<file path="config.mk">
export PLATFORM = sky130hd
export DESIGN_NAME = refresh_mode_hysteresis
export DESIGN_NICKNAME = d
export VERILOG_FILES = /design/src/rtl/rmh_pkg.sv /design/src/rtl/rmh_cfg.sv /design/src/rtl/rmh_core.sv /design/src/rtl/refresh_mode_hysteresis.sv
export SDC_FILE = /design/constraint.sdc
export NUM_CORES = 1
export LEC_CHECK = 0
export ABC_AREA = 1
export BUFFER_PORTS_ARGS = -buffer_cell sky130_fd_sc_hd__buf_2
export CORE_ASPECT_RATIO = 1.1
export CORE_MARGIN = 3
export CORE_UTILIZATION = 59
export CTS_CLUSTER_DIAMETER = 50
export DETAILED_ROUTE_END_ITERATION = 7
export GPL_TIMING_DRIVEN = 1
export PLACE_DENSITY = 0.87
export SETUP_SLACK_MARGIN = 0.02
export SYNTH_ARGS = -nofsm -noshare
export SYNTH_HDL_FRONTEND = slang
export SYNTH_SLANG_ARGS = --single-unit
</file>
<file path="constraint.sdc">
create_clock -name clk -period 14.25 [get_ports clk]
set_input_delay 0 -clock clk [delete_from_list [all_inputs] [get_ports clk]]
set_output_delay 0 -clock clk [all_outputs]
set_load 0.01 [all_outputs]
</file>
<file path="src/rtl/rmh_pkg.sv">
`timescale 1ns / 1ps
// ============================================================================
// rmh_pkg
// Shared types and constants for the refresh mode hysteresis block: request
// and result payloads, configuration register indexes, field codes and the
// register reset values.
// ============================================================================

package rmh_pkg;

    // Item kinds carried by the kind field.
    localparam logic KIND_SAMPLE     = 1'b0;
    localparam logic KIND_APPLY_DONE = 1'b1;

    // Detector verdict codes.
    localparam logic [1:0] VERDICT_FULLSCREEN = 2'd0;
    localparam logic [1:0] VERDICT_DESKTOP    = 2'd1;
    localparam logic [1:0] VERDICT_UNKNOWN    = 2'd2;
    localparam logic [1:0] VERDICT_OTHER      = 2'd3;

    // Configuration register indexes.
    typedef enum logic [2:0] {
        REG_PROMOTION_DELAY = 3'd0,
        REG_DEMOTION_DELAY  = 3'd1,
        REG_FLAP_EXTRA      = 3'd2,
        REG_UNKNOWN_GRACE   = 3'd3,
        REG_SETTLE          = 3'd4,
        REG_RETRY           = 3'd5,
        REG_INITIAL_HIGH    = 3'd6,
        REG_DISPLAY_MODE    = 3'd7
    } rmh_reg_idx_t;

    // Register reset values.
    localparam logic [15:0] PROMOTION_DELAY_RST = 16'd300;
    localparam logic [15:0] DEMOTION_DELAY_RST  = 16'd1500;
    localparam logic [15:0] FLAP_EXTRA_RST      = 16'd4000;
    localparam logic [15:0] UNKNOWN_GRACE_RST   = 16'd5000;
    localparam logic [15:0] SETTLE_RST          = 16'd1000;
    localparam logic [15:0] RETRY_RST           = 16'd2000;
    localparam logic        DISPLAY_MODE_RST    = 1'b1;

    // Flip counter saturation value.
    localparam logic [7:0] FLIP_COUNT_MAX = 8'hFF;

    // One incoming request.
    typedef struct packed {
        logic        kind;
        logic [31:0] now_ms;
        logic [1:0]  verdict;
        logic        signal_active;
        logic        signal_strong;
        logic        apply_ok;
    } rmh_sample_t;

    // One outgoing result.
    typedef struct packed {
        logic request_apply;
        logic request_high;
        logic applied_level;
        logic candidate_level;
        logic flap_damped;
    } rmh_result_t;

    // Live configuration seen by the decision logic.
    typedef struct packed {
        logic [15:0] promotion_delay_ms;
        logic [15:0] demotion_delay_ms;
        logic [15:0] flap_extra_ms;
        logic [15:0] unknown_grace_ms;
        logic [15:0] settle_ms;
        logic [15:0] retry_ms;
        logic        display_mode;
    } rmh_cfg_t;

endpackage

</file>
<file path="src/rtl/rmh_cfg.sv">
`timescale 1ns / 1ps
// ============================================================================
// rmh_cfg
// Configuration register file. Takes writes by index and presents the live
// settings as one struct to the decision logic.
// ============================================================================

module rmh_cfg (
    input  logic              clk,
    input  logic              rst_n,
    input  logic              wr_en,
    input  logic [2:0]        wr_index,
    input  logic [15:0]       wr_data,
    output rmh_pkg::rmh_cfg_t cfg
);

    rmh_pkg::rmh_cfg_t cfg_reg;

    // Register writes. The initial level register is accepted but has no
    // storage: the level taken at reset is always base refresh, because the core
    // resets both levels to zero.
    always_ff @(posedge clk or negedge rst_n)
    begin
        if (!rst_n)
        begin
            cfg_reg.promotion_delay_ms <= rmh_pkg::PROMOTION_DELAY_RST;
            cfg_reg.demotion_delay_ms  <= rmh_pkg::DEMOTION_DELAY_RST;
            cfg_reg.flap_extra_ms      <= rmh_pkg::FLAP_EXTRA_RST;
            cfg_reg.unknown_grace_ms   <= rmh_pkg::UNKNOWN_GRACE_RST;
            cfg_reg.settle_ms          <= rmh_pkg::SETTLE_RST;
            cfg_reg.retry_ms           <= rmh_pkg::RETRY_RST;
            cfg_reg.display_mode       <= rmh_pkg::DISPLAY_MODE_RST;
        end
        else if (wr_en)
        begin
            unique case (rmh_pkg::rmh_reg_idx_t'(wr_index))
                rmh_pkg::REG_PROMOTION_DELAY: cfg_reg.promotion_delay_ms <= wr_data;
                rmh_pkg::REG_DEMOTION_DELAY:  cfg_reg.demotion_delay_ms  <= wr_data;
                rmh_pkg::REG_FLAP_EXTRA:      cfg_reg.flap_extra_ms      <= wr_data;
                rmh_pkg::REG_UNKNOWN_GRACE:   cfg_reg.unknown_grace_ms   <= wr_data;
                rmh_pkg::REG_SETTLE:          cfg_reg.settle_ms          <= wr_data;
                rmh_pkg::REG_RETRY:           cfg_reg.retry_ms           <= wr_data;
                rmh_pkg::REG_INITIAL_HIGH:    ;
                rmh_pkg::REG_DISPLAY_MODE:    cfg_reg.display_mode       <= wr_data[0];
                default:                      ;
            endcase
        end
    end

    assign cfg = cfg_reg;

endmodule

</file>
<file path="src/rtl/rmh_core.sv">
`timescale 1ns / 1ps
// ============================================================================
// rmh_core
// Decision logic and controller state. Evaluates one request per cycle from
// the current state, forms its result and updates the state when told to.
// ============================================================================

module rmh_core #(
    parameter int FLIP_THRESHOLD = 3,
    parameter int FLIP_WINDOW_MS = 30000,
    parameter int TIME_BITS      = 32
) (
    input  logic                 clk,
    input  logic                 rst_n,
    input  logic                 fire,
    input  rmh_pkg::rmh_sample_t item,
    input  rmh_pkg::rmh_cfg_t    cfg,
    output rmh_pkg::rmh_result_t result
);

    localparam logic [7:0]  FLIP_TH = 8'(FLIP_THRESHOLD);
    localparam logic [63:0] WINDOW  = 64'(FLIP_WINDOW_MS);

    // Controller state.
    logic                 applied_reg, applied_next;
    logic                 cand_reg, cand_next;
    logic [TIME_BITS-1:0] cand_time_reg, cand_time_next;
    logic [TIME_BITS-1:0] window_start_reg, window_start_next;
    logic [7:0]           flip_reg, flip_next;
    logic [TIME_BITS-1:0] hold_end_reg, hold_end_next;
    logic                 hold_armed_reg, hold_armed_next;
    logic [TIME_BITS-1:0] retry_end_reg, retry_end_next;
    logic                 retry_armed_reg, retry_armed_next;
    logic [TIME_BITS-1:0] unk_start_reg, unk_start_next;
    logic                 unk_seen_reg, unk_seen_next;
    logic                 pending_reg, pending_next;
    logic                 pending_lvl_reg, pending_lvl_next;

    // Sample path signals.
    logic [TIME_BITS-1:0] now_t;
    logic                 unk;
    logic [TIME_BITS-1:0] unk_start_s;
    logic [TIME_BITS-1:0] unk_diff;
    logic                 bridge;
    logic [TIME_BITS-1:0] hold_diff;
    logic                 held;
    logic                 cand_s;
    logic [TIME_BITS-1:0] cand_time_s;
    logic [TIME_BITS-1:0] win_diff;
    logic                 win_roll;
    logic [7:0]           flip_s;
    logic                 flap_s;
    logic [15:0]          base;
    logic [16:0]          need;
    logic [TIME_BITS-1:0] cand_diff;
    logic [TIME_BITS-1:0] retry_diff;
    logic                 blocked;
    logic                 req_s;

    // Apply report path signals.
    logic [7:0]           flip_inc;
    logic [TIME_BITS-1:0] hold_end_a;
    logic [TIME_BITS-1:0] retry_end_a;

    assign now_t = TIME_BITS'(item.now_ms);

    // Track the start of a run of unknown verdicts and bridge it for the
    // grace time.
    assign unk         = (item.verdict == rmh_pkg::VERDICT_UNKNOWN);
    assign unk_start_s = unk ? (unk_seen_reg ? unk_start_reg : now_t) : '0;
    assign unk_diff    = now_t - unk_start_s;
    assign bridge      = unk && (64'(unk_diff) < 64'(cfg.unknown_grace_ms));

    // The settle hold after our own mode change is ahead while the
    // difference to its end is negative.
    assign hold_diff = now_t - hold_end_reg;
    assign held      = hold_armed_reg && hold_diff[TIME_BITS-1];

    // Candidate update: the hold forces it to the applied level, the unknown
    // bridge freezes it, otherwise it follows the activity signal.
    always_comb
    begin
        cand_s      = cand_reg;
        cand_time_s = cand_time_reg;
        if (held)
        begin
            cand_s      = applied_reg;
            cand_time_s = now_t;
        end
        else if (!bridge && (item.signal_active != cand_reg))
        begin
            cand_s      = item.signal_active;
            cand_time_s = now_t;
        end
    end

    // Flap window: restart the window and clear the flip count once it has
    // run out.
    assign win_diff = now_t - window_start_reg;
    assign win_roll = (64'(win_diff) > WINDOW);
    assign flip_s   = win_roll ? 8'd0 : flip_reg;
    assign flap_s   = (flip_s >= FLIP_TH);

    // Required qualification time for the candidate.
    always_comb
    begin
        if (cand_s && item.signal_strong)
        begin
            base = 16'd0;
        end
        else if (cand_s)
        begin
            base = cfg.promotion_delay_ms;
        end
        else
        begin
            base = cfg.demotion_delay_ms;
        end
        need = flap_s ? (17'(base) + 17'(cfg.flap_extra_ms)) : 17'(base);
    end

    // Retry wait after a failed apply.
    assign retry_diff = now_t - retry_end_reg;
    assign blocked    = retry_armed_reg && retry_diff[TIME_BITS-1];

    // Issue a request once the candidate differs and has been stable long
    // enough, with no retry wait and no request outstanding.
    assign cand_diff = now_t - cand_time_s;
    assign req_s     = (cand_s != applied_reg) && (64'(cand_diff) >= 64'(need))
                       && !blocked && !pending_reg;

    // Apply report arithmetic.
    assign flip_inc    = (flip_reg == rmh_pkg::FLIP_COUNT_MAX) ? flip_reg : flip_reg + 8'd1;
    assign hold_end_a  = now_t + TIME_BITS'(cfg.settle_ms);
    assign retry_end_a = now_t + TIME_BITS'(cfg.retry_ms);

    // Next state and result for the request at hand.
    always_comb
    begin
        applied_next      = applied_reg;
        cand_next         = cand_reg;
        cand_time_next    = cand_time_reg;
        window_start_next = window_start_reg;
        flip_next         = flip_reg;
        hold_end_next     = hold_end_reg;
        hold_armed_next   = hold_armed_reg;
        retry_end_next    = retry_end_reg;
        retry_armed_next  = retry_armed_reg;
        unk_start_next    = unk_start_reg;
        unk_seen_next     = unk_seen_reg;
        pending_next      = pending_reg;
        pending_lvl_next  = pending_lvl_reg;
        result            = '0;

        if (item.kind == rmh_pkg::KIND_APPLY_DONE)
        begin
            // A report with nothing outstanding changes nothing.
            if (pending_reg)
            begin
                pending_next = 1'b0;
                if (item.apply_ok)
                begin
                    applied_next = pending_lvl_reg;
                    flip_next    = flip_inc;
                    if (cfg.display_mode)
                    begin
                        hold_end_next   = hold_end_a;
                        hold_armed_next = 1'b1;
                    end
                end
                else
                begin
                    retry_end_next   = retry_end_a;
                    retry_armed_next = 1'b1;
                end
            end
            result.applied_level   = applied_next;
            result.candidate_level = cand_reg;
            result.flap_damped     = (flip_next >= FLIP_TH);
        end
        else
        begin
            unk_seen_next    = unk;
            unk_start_next   = unk_start_s;
            hold_armed_next  = held;
            retry_armed_next = blocked;
            cand_next        = cand_s;
            cand_time_next   = cand_time_s;
            flip_next        = flip_s;
            if (win_roll)
            begin
                window_start_next = now_t;
            end
            if (req_s)
            begin
                pending_next     = 1'b1;
                pending_lvl_next = cand_s;
            end
            result.request_apply   = req_s;
            result.request_high    = req_s && cand_s;
            result.applied_level   = applied_reg;
            result.candidate_level = cand_s;
            result.flap_damped     = flap_s;
        end
    end

    // State registers. Both levels start at base refresh.
    always_ff @(posedge clk or negedge rst_n)
    begin
        if (!rst_n)
        begin
            applied_reg      <= 1'b0;
            cand_reg         <= 1'b0;
            cand_time_reg    <= '0;
            window_start_reg <= '0;
            flip_reg         <= 8'd0;
            hold_end_reg     <= '0;
            hold_armed_reg   <= 1'b0;
            retry_end_reg    <= '0;
            retry_armed_reg  <= 1'b0;
            unk_start_reg    <= '0;
            unk_seen_reg     <= 1'b0;
            pending_reg      <= 1'b0;
            pending_lvl_reg  <= 1'b0;
        end
        else if (fire)
        begin
            applied_reg      <= applied_next;
            cand_reg         <= cand_next;
            cand_time_reg    <= cand_time_next;
            window_start_reg <= window_start_next;
            flip_reg         <= flip_next;
            hold_end_reg     <= hold_end_next;
            hold_armed_reg   <= hold_armed_next;
            retry_end_reg    <= retry_end_next;
            retry_armed_reg  <= retry_armed_next;
            unk_start_reg    <= unk_start_next;
            unk_seen_reg     <= unk_seen_next;
            pending_reg      <= pending_next;
            pending_lvl_reg  <= pending_lvl_next;
        end
    end

endmodule

</file>
<file path="src/rtl/refresh_mode_hysteresis.sv">
`timescale 1ns / 1ps
// ============================================================================
// refresh_mode_hysteresis
// Top level of the refresh mode hysteresis controller: input register,
// decision core, result register and configuration registers.
// ============================================================================

// The block takes one request per clock cycle and returns exactly one result
// for each: the request is captured in an input register, evaluated against
// the controller state in one pass of shallow compare and add logic, and the
// result is held in an output register while the state updates in the same
// edge. The sustained rate is one request per cycle as long as results are
// taken; a stalled result holds the pipeline and stall propagates back to the
// request side. Configuration writes are always ready and should be issued
// only while the block is idle. Both levels start at base refresh after reset.

module refresh_mode_hysteresis #(
    parameter int FLIP_THRESHOLD = 3,
    parameter int FLIP_WINDOW_MS = 30000,
    parameter int TIME_BITS      = 32
) (
    input  logic                 clk,
    input  logic                 rst_n,
    input  logic                 sample_valid,
    output logic                 sample_stall,
    input  rmh_pkg::rmh_sample_t sample,
    output logic                 result_valid,
    input  logic                 result_stall,
    output rmh_pkg::rmh_result_t result,
    input  logic                 cfg_valid,
    output logic                 cfg_ready,
    input  logic [2:0]           cfg_index,
    input  logic [15:0]          cfg_data
);

    rmh_pkg::rmh_cfg_t    cfg;
    rmh_pkg::rmh_sample_t item_reg;
    logic                 item_valid_reg, item_valid_next;
    rmh_pkg::rmh_result_t result_reg;
    rmh_pkg::rmh_result_t core_result;
    logic                 result_valid_reg, result_valid_next;
    logic                 advance;
    logic                 fire;
    logic                 accept;

    // Configuration registers.
    assign cfg_ready = 1'b1;

    rmh_cfg u_cfg (
        .clk      (clk),
        .rst_n    (rst_n),
        .wr_en    (cfg_valid && cfg_ready),
        .wr_index (cfg_index),
        .wr_data  (cfg_data),
        .cfg      (cfg)
    );

    // Pipeline flow: the result register frees up when empty or taken.
    assign advance         = !result_valid_reg || !result_stall;
    assign fire            = item_valid_reg && advance;
    assign sample_stall    = item_valid_reg && !advance;
    assign accept          = sample_valid && !sample_stall;
    assign item_valid_next = accept || (item_valid_reg && !advance);
    assign result_valid_next = advance ? fire : result_valid_reg;

    // Input register.
    always_ff @(posedge clk or negedge rst_n)
    begin
        if (!rst_n)
        begin
            item_valid_reg <= 1'b0;
        end
        else
        begin
            item_valid_reg <= item_valid_next;
        end
    end

    always_ff @(posedge clk)
    begin
        if (accept)
        begin
            item_reg <= sample;
        end
    end

    // Decision core.
    rmh_core #(
        .FLIP_THRESHOLD (FLIP_THRESHOLD),
        .FLIP_WINDOW_MS (FLIP_WINDOW_MS),
        .TIME_BITS      (TIME_BITS)
    ) u_core (
        .clk    (clk),
        .rst_n  (rst_n),
        .fire   (fire),
        .item   (item_reg),
        .cfg    (cfg),
        .result (core_result)
    );

    // Result register.
    always_ff @(posedge clk or negedge rst_n)
    begin
        if (!rst_n)
        begin
            result_valid_reg <= 1'b0;
        end
        else
        begin
            result_valid_reg <= result_valid_next;
        end
    end

    always_ff @(posedge clk)
    begin
        if (fire)
        begin
            result_reg <= core_result;
        end
    end

    assign result_valid = result_valid_reg;
    assign result       = result_reg;

endmodule

</file>
=== After elaboration in Yosys (flattened, before gate mapping) ===
Cells that the tools add are included.

* Flip-flop bits (word level): 317
* Bits of input ports: 62

* $add $sub $neg: 9
* $lt $le $gt $ge: 5
* Eq/ne operators: 14
* Mux-type cells: 27
* Bitwise gates (word level): 2
* Reductions and logical operators: 39

{| class="wikitable"
|+ Operators by type and width
! cell !! count
|-
| $sub 32x32->32 || 5
|-
| $mux 32 || 4
|-
| $add 32x16->32 || 2
|-
| $mux 8 || 6
|-
| $ge 32x17->1 || 1
|-
| $gt 32x15->1 const B || 1
|-
| $lt 32x16->1 || 1
|-
| $mux 16 || 2
|-
| $reduce_and 2->1 || 10
|-
| $add 16x16->17 || 1
|-
| $mux 17 || 1
|-
| $ge 8x2->1 const B || 2
|-
| $mux 1 || 13
|-
| $logic_and 1x1->1 || 12
|-
| $eq 3x3->1 const B || 3
|-
| $reduce_and 3->1 || 3
|-
| $add 8x1->8 const B || 1
|-
| $eq 8x8->1 const B || 1
|-
| $reduce_and 4->1 || 2
|-
| $logic_not 1->1 || 7
|-
| $eq 3x2->1 const B || 2
|-
| $reduce_and 5->1 || 1
|-
| $ne 2x1->1 const B || 2
|-
| $ne 2x2->1 const B || 2
|-
| 8 further kinds || 11
|}

=== Longest topological paths before layout ===
* Word-level depth: 19
* Mapped depth: 64
* Mapped depth without buffers: 62

=== Cells and area by module ===
From an unflattened synthesis, not the netlist that was laid out.

* Cell total of the unflattened synthesis: 3569
* Area, all modules: 24955.2 µm²

{| class="wikitable"
|+ By module, submodules not included
! module !! times used !! cells an instance !! area an instance (µm²) !! seq. area each (µm²)
|-
| rmh_core || 1 || 3083 || 19698.9 || 4379.2
|-
| rmh_cfg || 1 || 429 || 3858.7 || 2471.1
|-
| refresh_mode_hysteresis || 1 || 57 || 1397.6 || 1341.3
|}

=== Least setup slack after synthesis ===
OpenSTA, ideal clock, no wires.

* Kind: register to register
* Start: register item_reg[3] in the netlist's numbering
* End: register result_reg, in the netlist result[4], data pin
* Library setup time: 258 ps
* Arrival time: 6872 ps
* Required time: 13992 ps
* Path slack: 7120 ps
* Stages on the path, launching flop included: 61
* Cells stage by stage: edfxtp_1 inv_1 nand2_1 clkbuf_1 nor3_1 inv_1 ha_1 nand2_1 nor2_1 nand2_1 nand3b_1 nand2_1 nand2_1 xor2_1 ha_1 a21oi_1 o21ai_0 a211oi_1 (+25 left out) nand2_1 xor2_1 nand2_1 nand2_1 inv_1 ha_1 nand2_1 nor2_1 a211oi_1 o211ai_1 nand3_1 nor2_1 nand2_1 nand3_1 nor3_1 nand3_1 nand3_1 nor2_1

* Cells in the longest elaborated chain, start to end: 17
* Elaborated cells on any way between the ends: 22
* Those cells by class: add/sub: 3; order compare: 2; eq/ne: 2; mux: 8; reduce/logical: 7

{| class="wikitable"
|+ Ends and longest elaborated chain
! what !! RTL line !! RTL
|-
| start, declared || refresh_mode_hysteresis.sv:37 || <nowiki>rmh_pkg::rmh_sample_t item_reg;</nowiki>
|-
| start signal, assigned || refresh_mode_hysteresis.sv:83 || <nowiki>item_reg <= sample;</nowiki>
|-
| $eq 2x2->1 * || rmh_core.sv:69 || <nowiki>assign unk = (item.verdict == rmh_pkg::VERDICT_UNKNOWN);</nowiki>
|-
| $mux 32 * || rmh_core.sv:70 || <nowiki>assign unk_start_s = unk ? (unk_seen_reg ? unk_start_reg : now_t) : '0;</nowiki>
|-
| net u_core.unk_start_s[1] || rmh_core.sv:42 || <nowiki>logic [TIME_BITS-1:0] unk_start_s;</nowiki>
|-
| $sub 32x32->32 * || rmh_core.sv:71 || <nowiki>assign unk_diff = now_t - unk_start_s;</nowiki>
|-
| $lt 32x16->1 * || rmh_core.sv:72 || <nowiki>assign bridge = unk && (64'(unk_diff) < 64'(cfg.unknown_grace_ms));</nowiki>
|-
| $logic_and 1x1->1 * || rmh_core.sv:72 ||
|-
| $logic_not 1->1 * || rmh_core.sv:90 || <nowiki>else if (!bridge && (item.signal_active != cand_reg))</nowiki>
|-
| $logic_and 1x1->1 * || rmh_core.sv:90 ||
|-
| $mux 1 || rmh_core.sv:90 ||
|-
| $mux 1 || rmh_core.sv:85 || <nowiki>if (held)</nowiki>
|-
| $mux 16 or $logic_and 1x1->1 (tied branches) || rmh_core.sv:111, rmh_core.sv:107 ||
|-
| $mux 16 || rmh_core.sv:107 || <nowiki>if (cand_s && item.signal_strong)</nowiki>
|-
| $add 16x16->17 || rmh_core.sv:119 || <nowiki>need = flap_s ? (17'(base) + 17'(cfg.flap_extra_ms)) : 17'(base);</nowiki>
|-
| $mux 17 || rmh_core.sv:119 ||
|-
| $ge 32x17->1 || rmh_core.sv:129 || <nowiki>assign req_s = (cand_s != applied_reg) && (64'(cand_diff) >= 64'(need))</nowiki>
|-
| $logic_and 1x1->1 * || rmh_core.sv:129 ||
|-
| $logic_and 1x1->1 * (2 in a row) || rmh_core.sv:130 || <nowiki>&& !blocked && !pending_reg;</nowiki>
|-
| end signal, assigned || refresh_mode_hysteresis.sv:118 || <nowiki>result_reg <= core_result;</nowiki>
|-
| end, declared || refresh_mode_hysteresis.sv:39 || <nowiki>rmh_pkg::rmh_result_t result_reg;</nowiki>
|}

The timed path passes the listed nets; every way through them passes the cells marked *.
A chain may end at the register's enable or synchronous reset.

=== Final worst setup path ===
* Start: register u_core.unk_seen_reg
* End: register result_reg, in the netlist result[4], data pin

* Cells in the longest elaborated chain, start to end: 17
* Elaborated cells on any way between the ends: 22
* Those cells by class: add/sub: 3; order compare: 2; eq/ne: 1; mux: 9; reduce/logical: 7

{| class="wikitable"
|+ Ends and longest elaborated chain
! what !! RTL line !! RTL
|-
| start, declared || rmh_core.sv:35 || <nowiki>logic unk_seen_reg, unk_seen_next;</nowiki>
|-
| start signal, assigned || rmh_core.sv:238 || <nowiki>unk_seen_reg <= unk_seen_next;</nowiki>
|-
| $mux 32 * (2 in a row) || rmh_core.sv:70 ||
|-
| net u_core.unk_start_s[1] || rmh_core.sv:42 ||
|-
| $sub 32x32->32 * || rmh_core.sv:71 ||
|-
| $lt 32x16->1 * || rmh_core.sv:72 ||
|-
| $logic_and 1x1->1 * || rmh_core.sv:72 ||
|-
| $logic_not 1->1 * || rmh_core.sv:90 ||
|-
| $logic_and 1x1->1 * || rmh_core.sv:90 ||
|-
| $mux 1 || rmh_core.sv:90 ||
|-
| $mux 1 || rmh_core.sv:85 ||
|-
| $mux 16 or $logic_and 1x1->1 (tied branches) || rmh_core.sv:111, rmh_core.sv:107 ||
|-
| $mux 16 || rmh_core.sv:107 ||
|-
| $add 16x16->17 || rmh_core.sv:119 ||
|-
| $mux 17 || rmh_core.sv:119 ||
|-
| $ge 32x17->1 || rmh_core.sv:129 ||
|-
| $logic_and 1x1->1 * || rmh_core.sv:129 ||
|-
| $logic_and 1x1->1 * (2 in a row) || rmh_core.sv:130 ||
|}

Marked as above.

==> flow_summary.rst <==
.. list-table::
   :header-rows: 1

   * - Metric
     - Value
   * - Syn. warnings
     - 0
   * - Switching Fraction
     - 41.2%
   * - Antenna violations before repair
     - 1
   * - Number of buffers inserted by post-CTS setup repair
     - 0
   * - CTS tree
     - done
   * - Root Buffer Master
     - clkbuf_16
   * - Post-Place Setup Slack
     - 5.72 ns
   * - Fin crit share
     - 61.1%
   * - Max-slew headroom at the worst pin
     - 25.2%
   * - Core Area
     - 0.0405 mm²
   * - Nature of the critical path startpoint
     - flip-flop
   * - H-Tree Level Count
     - 2
   * - Status
     - complete, no violations
   * - Via count of the first global-routing pass
     - 22414
   * - Endpoint type of the worst setup path
     - flip-flop
   * - Iteration count of the initial detailed-routing pass
     - 6
   * - Number of buffer and inverter instances along the worst setup path
     - 6
   * - Worst reg2reg path depth
     - 57
   * - Internal power
     - 2.41 mW
   * - Setup repair after global routing missed its margin
     - false
   * - Family with the most delay on the worst path
     - simple AND/OR/NAND/NOR gates
   * - Maximum fanout along the worst path
     - 64
   * - Area enclosed by the die boundary
     - 0.0438 mm²
   * - Sequential cell fraction of total power
     - 30.8%
   * - Async S/R FF share, synth
     - 86.4%
   * - Cell with the biggest individual delay on the critical path
     - inv_2
   * - Number of core rows
     - 77
   * - Maximum number of pins on one net before global-route repair
     - 126
   * - Critical path required time
     - 14.53 ns
   * - Number of synthesized register bits
     - 317
   * - Overflow left after global routing
     - 0
   * - Post-route setup slack
     - 5.54 ns
   * - Fin Setup TNS
     - 0 ns
   * - Wire length of the first global-routing pass
     - 112000 µm
   * - Area growth syn-to-layout
     - 11.5%
   * - Post-synthesis instance area
     - 0.0244 mm²
   * - Nets@finish
     - 3818
   * - Lkg Pwr
     - 13.7 nW
   * - Die span in y
     - 219 µm
   * - Portion of total power attributed to combinational logic
     - 43.7%
   * - Sequential cell area
     - 0.00819 mm²
   * - Total routed wirelength
     - 70200 µm
   * - Number of enable flip-flop cells after synthesis
     - 43
   * - Arrival time worst endpoint
     - 8.99 ns
   * - CTS sink cnt
     - 317
   * - Crit. path cell count
     - 57
   * - Final setup violation count
     - 0
   * - PD cells
     - 151 mW/mm²
   * - Iteration-0 DRC count of the detailed router
     - 2189
   * - Critical path type
     - reg -> reg
   * - Layout cell share with drive strength beyond 1
     - 7.30%
   * - Clock-pin slew of the registers on the worst-case setup and hold paths
     - 0.06 ns
   * - Highest attainable clock frequency
     - 115 MHz
   * - Net count after synthesis
     - 3698
   * - Highest ir drop seen on vdd
     - 0.0982 mV
   * - Number of flip-flops in the largest register
     - 97
   * - DP HPWL
     - 51500 µm
   * - Count of vias placed by the detailed router
     - 23369
   * - Starting Density
     - 60.2%
   * - Post-layout min period
     - 8.71 ns
   * - Routed vias/inst
     - 5.76
   * - Count of different cell masters after synthesis
     - 58
   * - Actual slew at the worst max-slew pin
     - 1.12 ns
   * - Synth Flop Type
     - dfrtp_1
   * - Total CTS buffers
     - 41
   * - Total track usage
     - 32.1%
   * - Number of port buffers
     - 68
   * - Max-slew violation total from the final report
     - 0
   * - Relative contribution of the clock network to total power
     - 25.4%
   * - Area of the multi-input gates
     - 0.0140 mm²
   * - Filler cell count
     - 3379
   * - DRC errors left
     - 0
   * - X dimension of the die
     - 200 µm
   * - Num ports
     - 70
   * - Worst-case clock skew
     - 0.0338 ns
   * - Routability congestion estimate
     - 0.980
   * - Number of nets with antenna violations after detailed routing
     - 0
   * - Number of buffers between clock root and the deepest sink
     - 3
   * - Synthesized area per cell
     - 7.18 µm²
   * - Slowest cell delay on critical path
     - 0.64 ns
   * - Net switching component of the power
     - 1.68 mW
   * - Worst min-delay path category
     - in -> async
   * - Routed length per instance
     - 17.3 µm
   * - Hold Fails Final Rpt
     - 0
   * - Number of maximum-capacitance violations
     - 0
   * - Mapped Cells
     - 3394
   * - Clock insertion delay at the later pin of the skew report
     - 0.57 ns
   * - Most repeated library cell on the critical path
     - nand2_1
   * - Sequential cell area fraction in the yosys report
     - 33.6%
## power by group through the flow
stage / clock network (mW) / registers [mW] / logic [mW]
6_report: 1.04 / 1.26 / 1.79
5_1_grt: 1.09 / 1.28 / 2.03
4_1_cts: 1.05 / 1.26 / 1.76
3_5_place_dp: 0 / 1.27 / 1.72
3_3_place_gp: 0 / 1.26 / 1.68
2_1_floorplan: 0 / 1.23 / 1.33
## per-layer routing
| layer | track usage [%] | vias to the layer above | part of all wire [%] |
|---|---|---|---|
| met5 | 0 | - | 0 |
| li1 | - | 11369 | - |
| met3 | 6.30 | 229 | 7.7 |
| met1 | 40.7 | 10828 | 41 |
| met2 | 53.2 | 943 | 46 |
| met4 | 14.6 | 0 | 4.9 |
## cell type report
cell class	instances	share of cell area, %
diodes	1	0.00921
clock buffers	56	4.39
clock inverters	19	0.659
inverters	480	6.63
multi-input cells	2515	51.4
flip-flops and latches	317	30.2
well taps	513	2.36
repair buffers	159	4.37
## Yosys cell counts (37+ instances only)
| cell | n | share of area [%] |
|---|---|---|
| dfrtp_1 | 239 | 25 |
| nand3_1 | 148 | 3.0 |
| nor3_1 | 37 | 0.76 |
| nor2_1 | 197 | 3.0 |
| edfxtp_1 | 43 | 5.3 |
| inv_1 | 472 | 7.3 |
| nand4_1 | 46 | 1.2 |
| a21oi_1 | 205 | 4.2 |
| clkbuf_1 | 62 | 0.96 |
| xor2_1 | 100 | 3.6 |
| nand2_1 | 972 | 15 |
| o21ai_1 | 61 | 1.3 |
| ha_1 | 236 | 12 |
| o21ai_0 | 323 | 6.6 |
## cell families after synthesis
family / count (synthesis) / synth area share [%]
other cells: 1 / 0.0154
flops: 317 / 33.6
compound gates: 700 / 15.8
mux: 2 / 0.0822
simple gates: 1441 / 24.2
fa+ha+maj: 242 / 12.6
buf+inv: 562 / 9.03
xor+xnor: 129 / 4.67
## cells in the final DEF (no fill, tap or decap), types with 4 or more instances in the layout
cell           instances
inv_2                  7
o21ai_0              323
a31oi_1               12
o21a_1                10
o211ai_1              10
clkbuf_8               9
dlygate4sd3_1         61
o21ai_2               26
xnor2_1               28
a21o_1                10
a211oi_1               6
o21bai_1               7
o221ai_1              10
fa_1                   6
nand2_1              972
nand2_2                7
nand3b_1              10
nand4_1               46
nor3_1                37
inv_1                471
clkbuf_1               5
a21oi_1              205
nor2_1               197
buf_4                 30
nand3_1              148
o41ai_1                4
o21ai_1               61
edfxtp_1              43
ha_1                 236
inv_6                  5
clkbuf_16             42
clkinv_2               5
buf_2                 67
nor4_1                 6
o22ai_1                4
a21boi_0               4
dfrtp_1              239
xor2_1               100
dfstp_2               35
## stage by stage
| stage | instance area (µm²) | power [mW] | cells | hold slack, ns | utilization [%] |
|---|---|---|---|---|---|
| floorplan | 24400 | 2.56 | 3394 | -0.296 | - |
| global placement | 25200 | 2.94 | 3923 | 0.176 | 62.2 |
| detailed placement | 25200 | 2.99 | 3923 | 0.178 | 62.2 |
| CTS | 27200 | 4.06 | 4059 | 0.122 | 67.1 |
| global route | 27200 | 4.40 | 4059 | 0.140 | 67.1 |
| finish | 27200 | 4.09 | 4060 | 0.124 | 67.1 |
## worst paths after layout
path	slack (ns)	to	startpoint
setup reg to reg	5.54	result[4]	u_core.unk_seen_reg
hold reg to reg	0.48	u_core.unk_start_reg[29]	u_core.unk_start_reg[29]
hold / removal	0.12	u_core.window_start_reg[29]	rst_n
max in group asynchronous	12.54	u_cfg.cfg[47]	rst_n
min in group clk	0.15	item_reg[19]	sample[19]
setup / recovery	5.54	result[4]	u_core.unk_seen_reg
## repair_timing
item,CTS,global route
hold buffers,61,0
resized for setup,0,0
hold endpoints to repair,254,0
(Power assumes the default switching activity.)
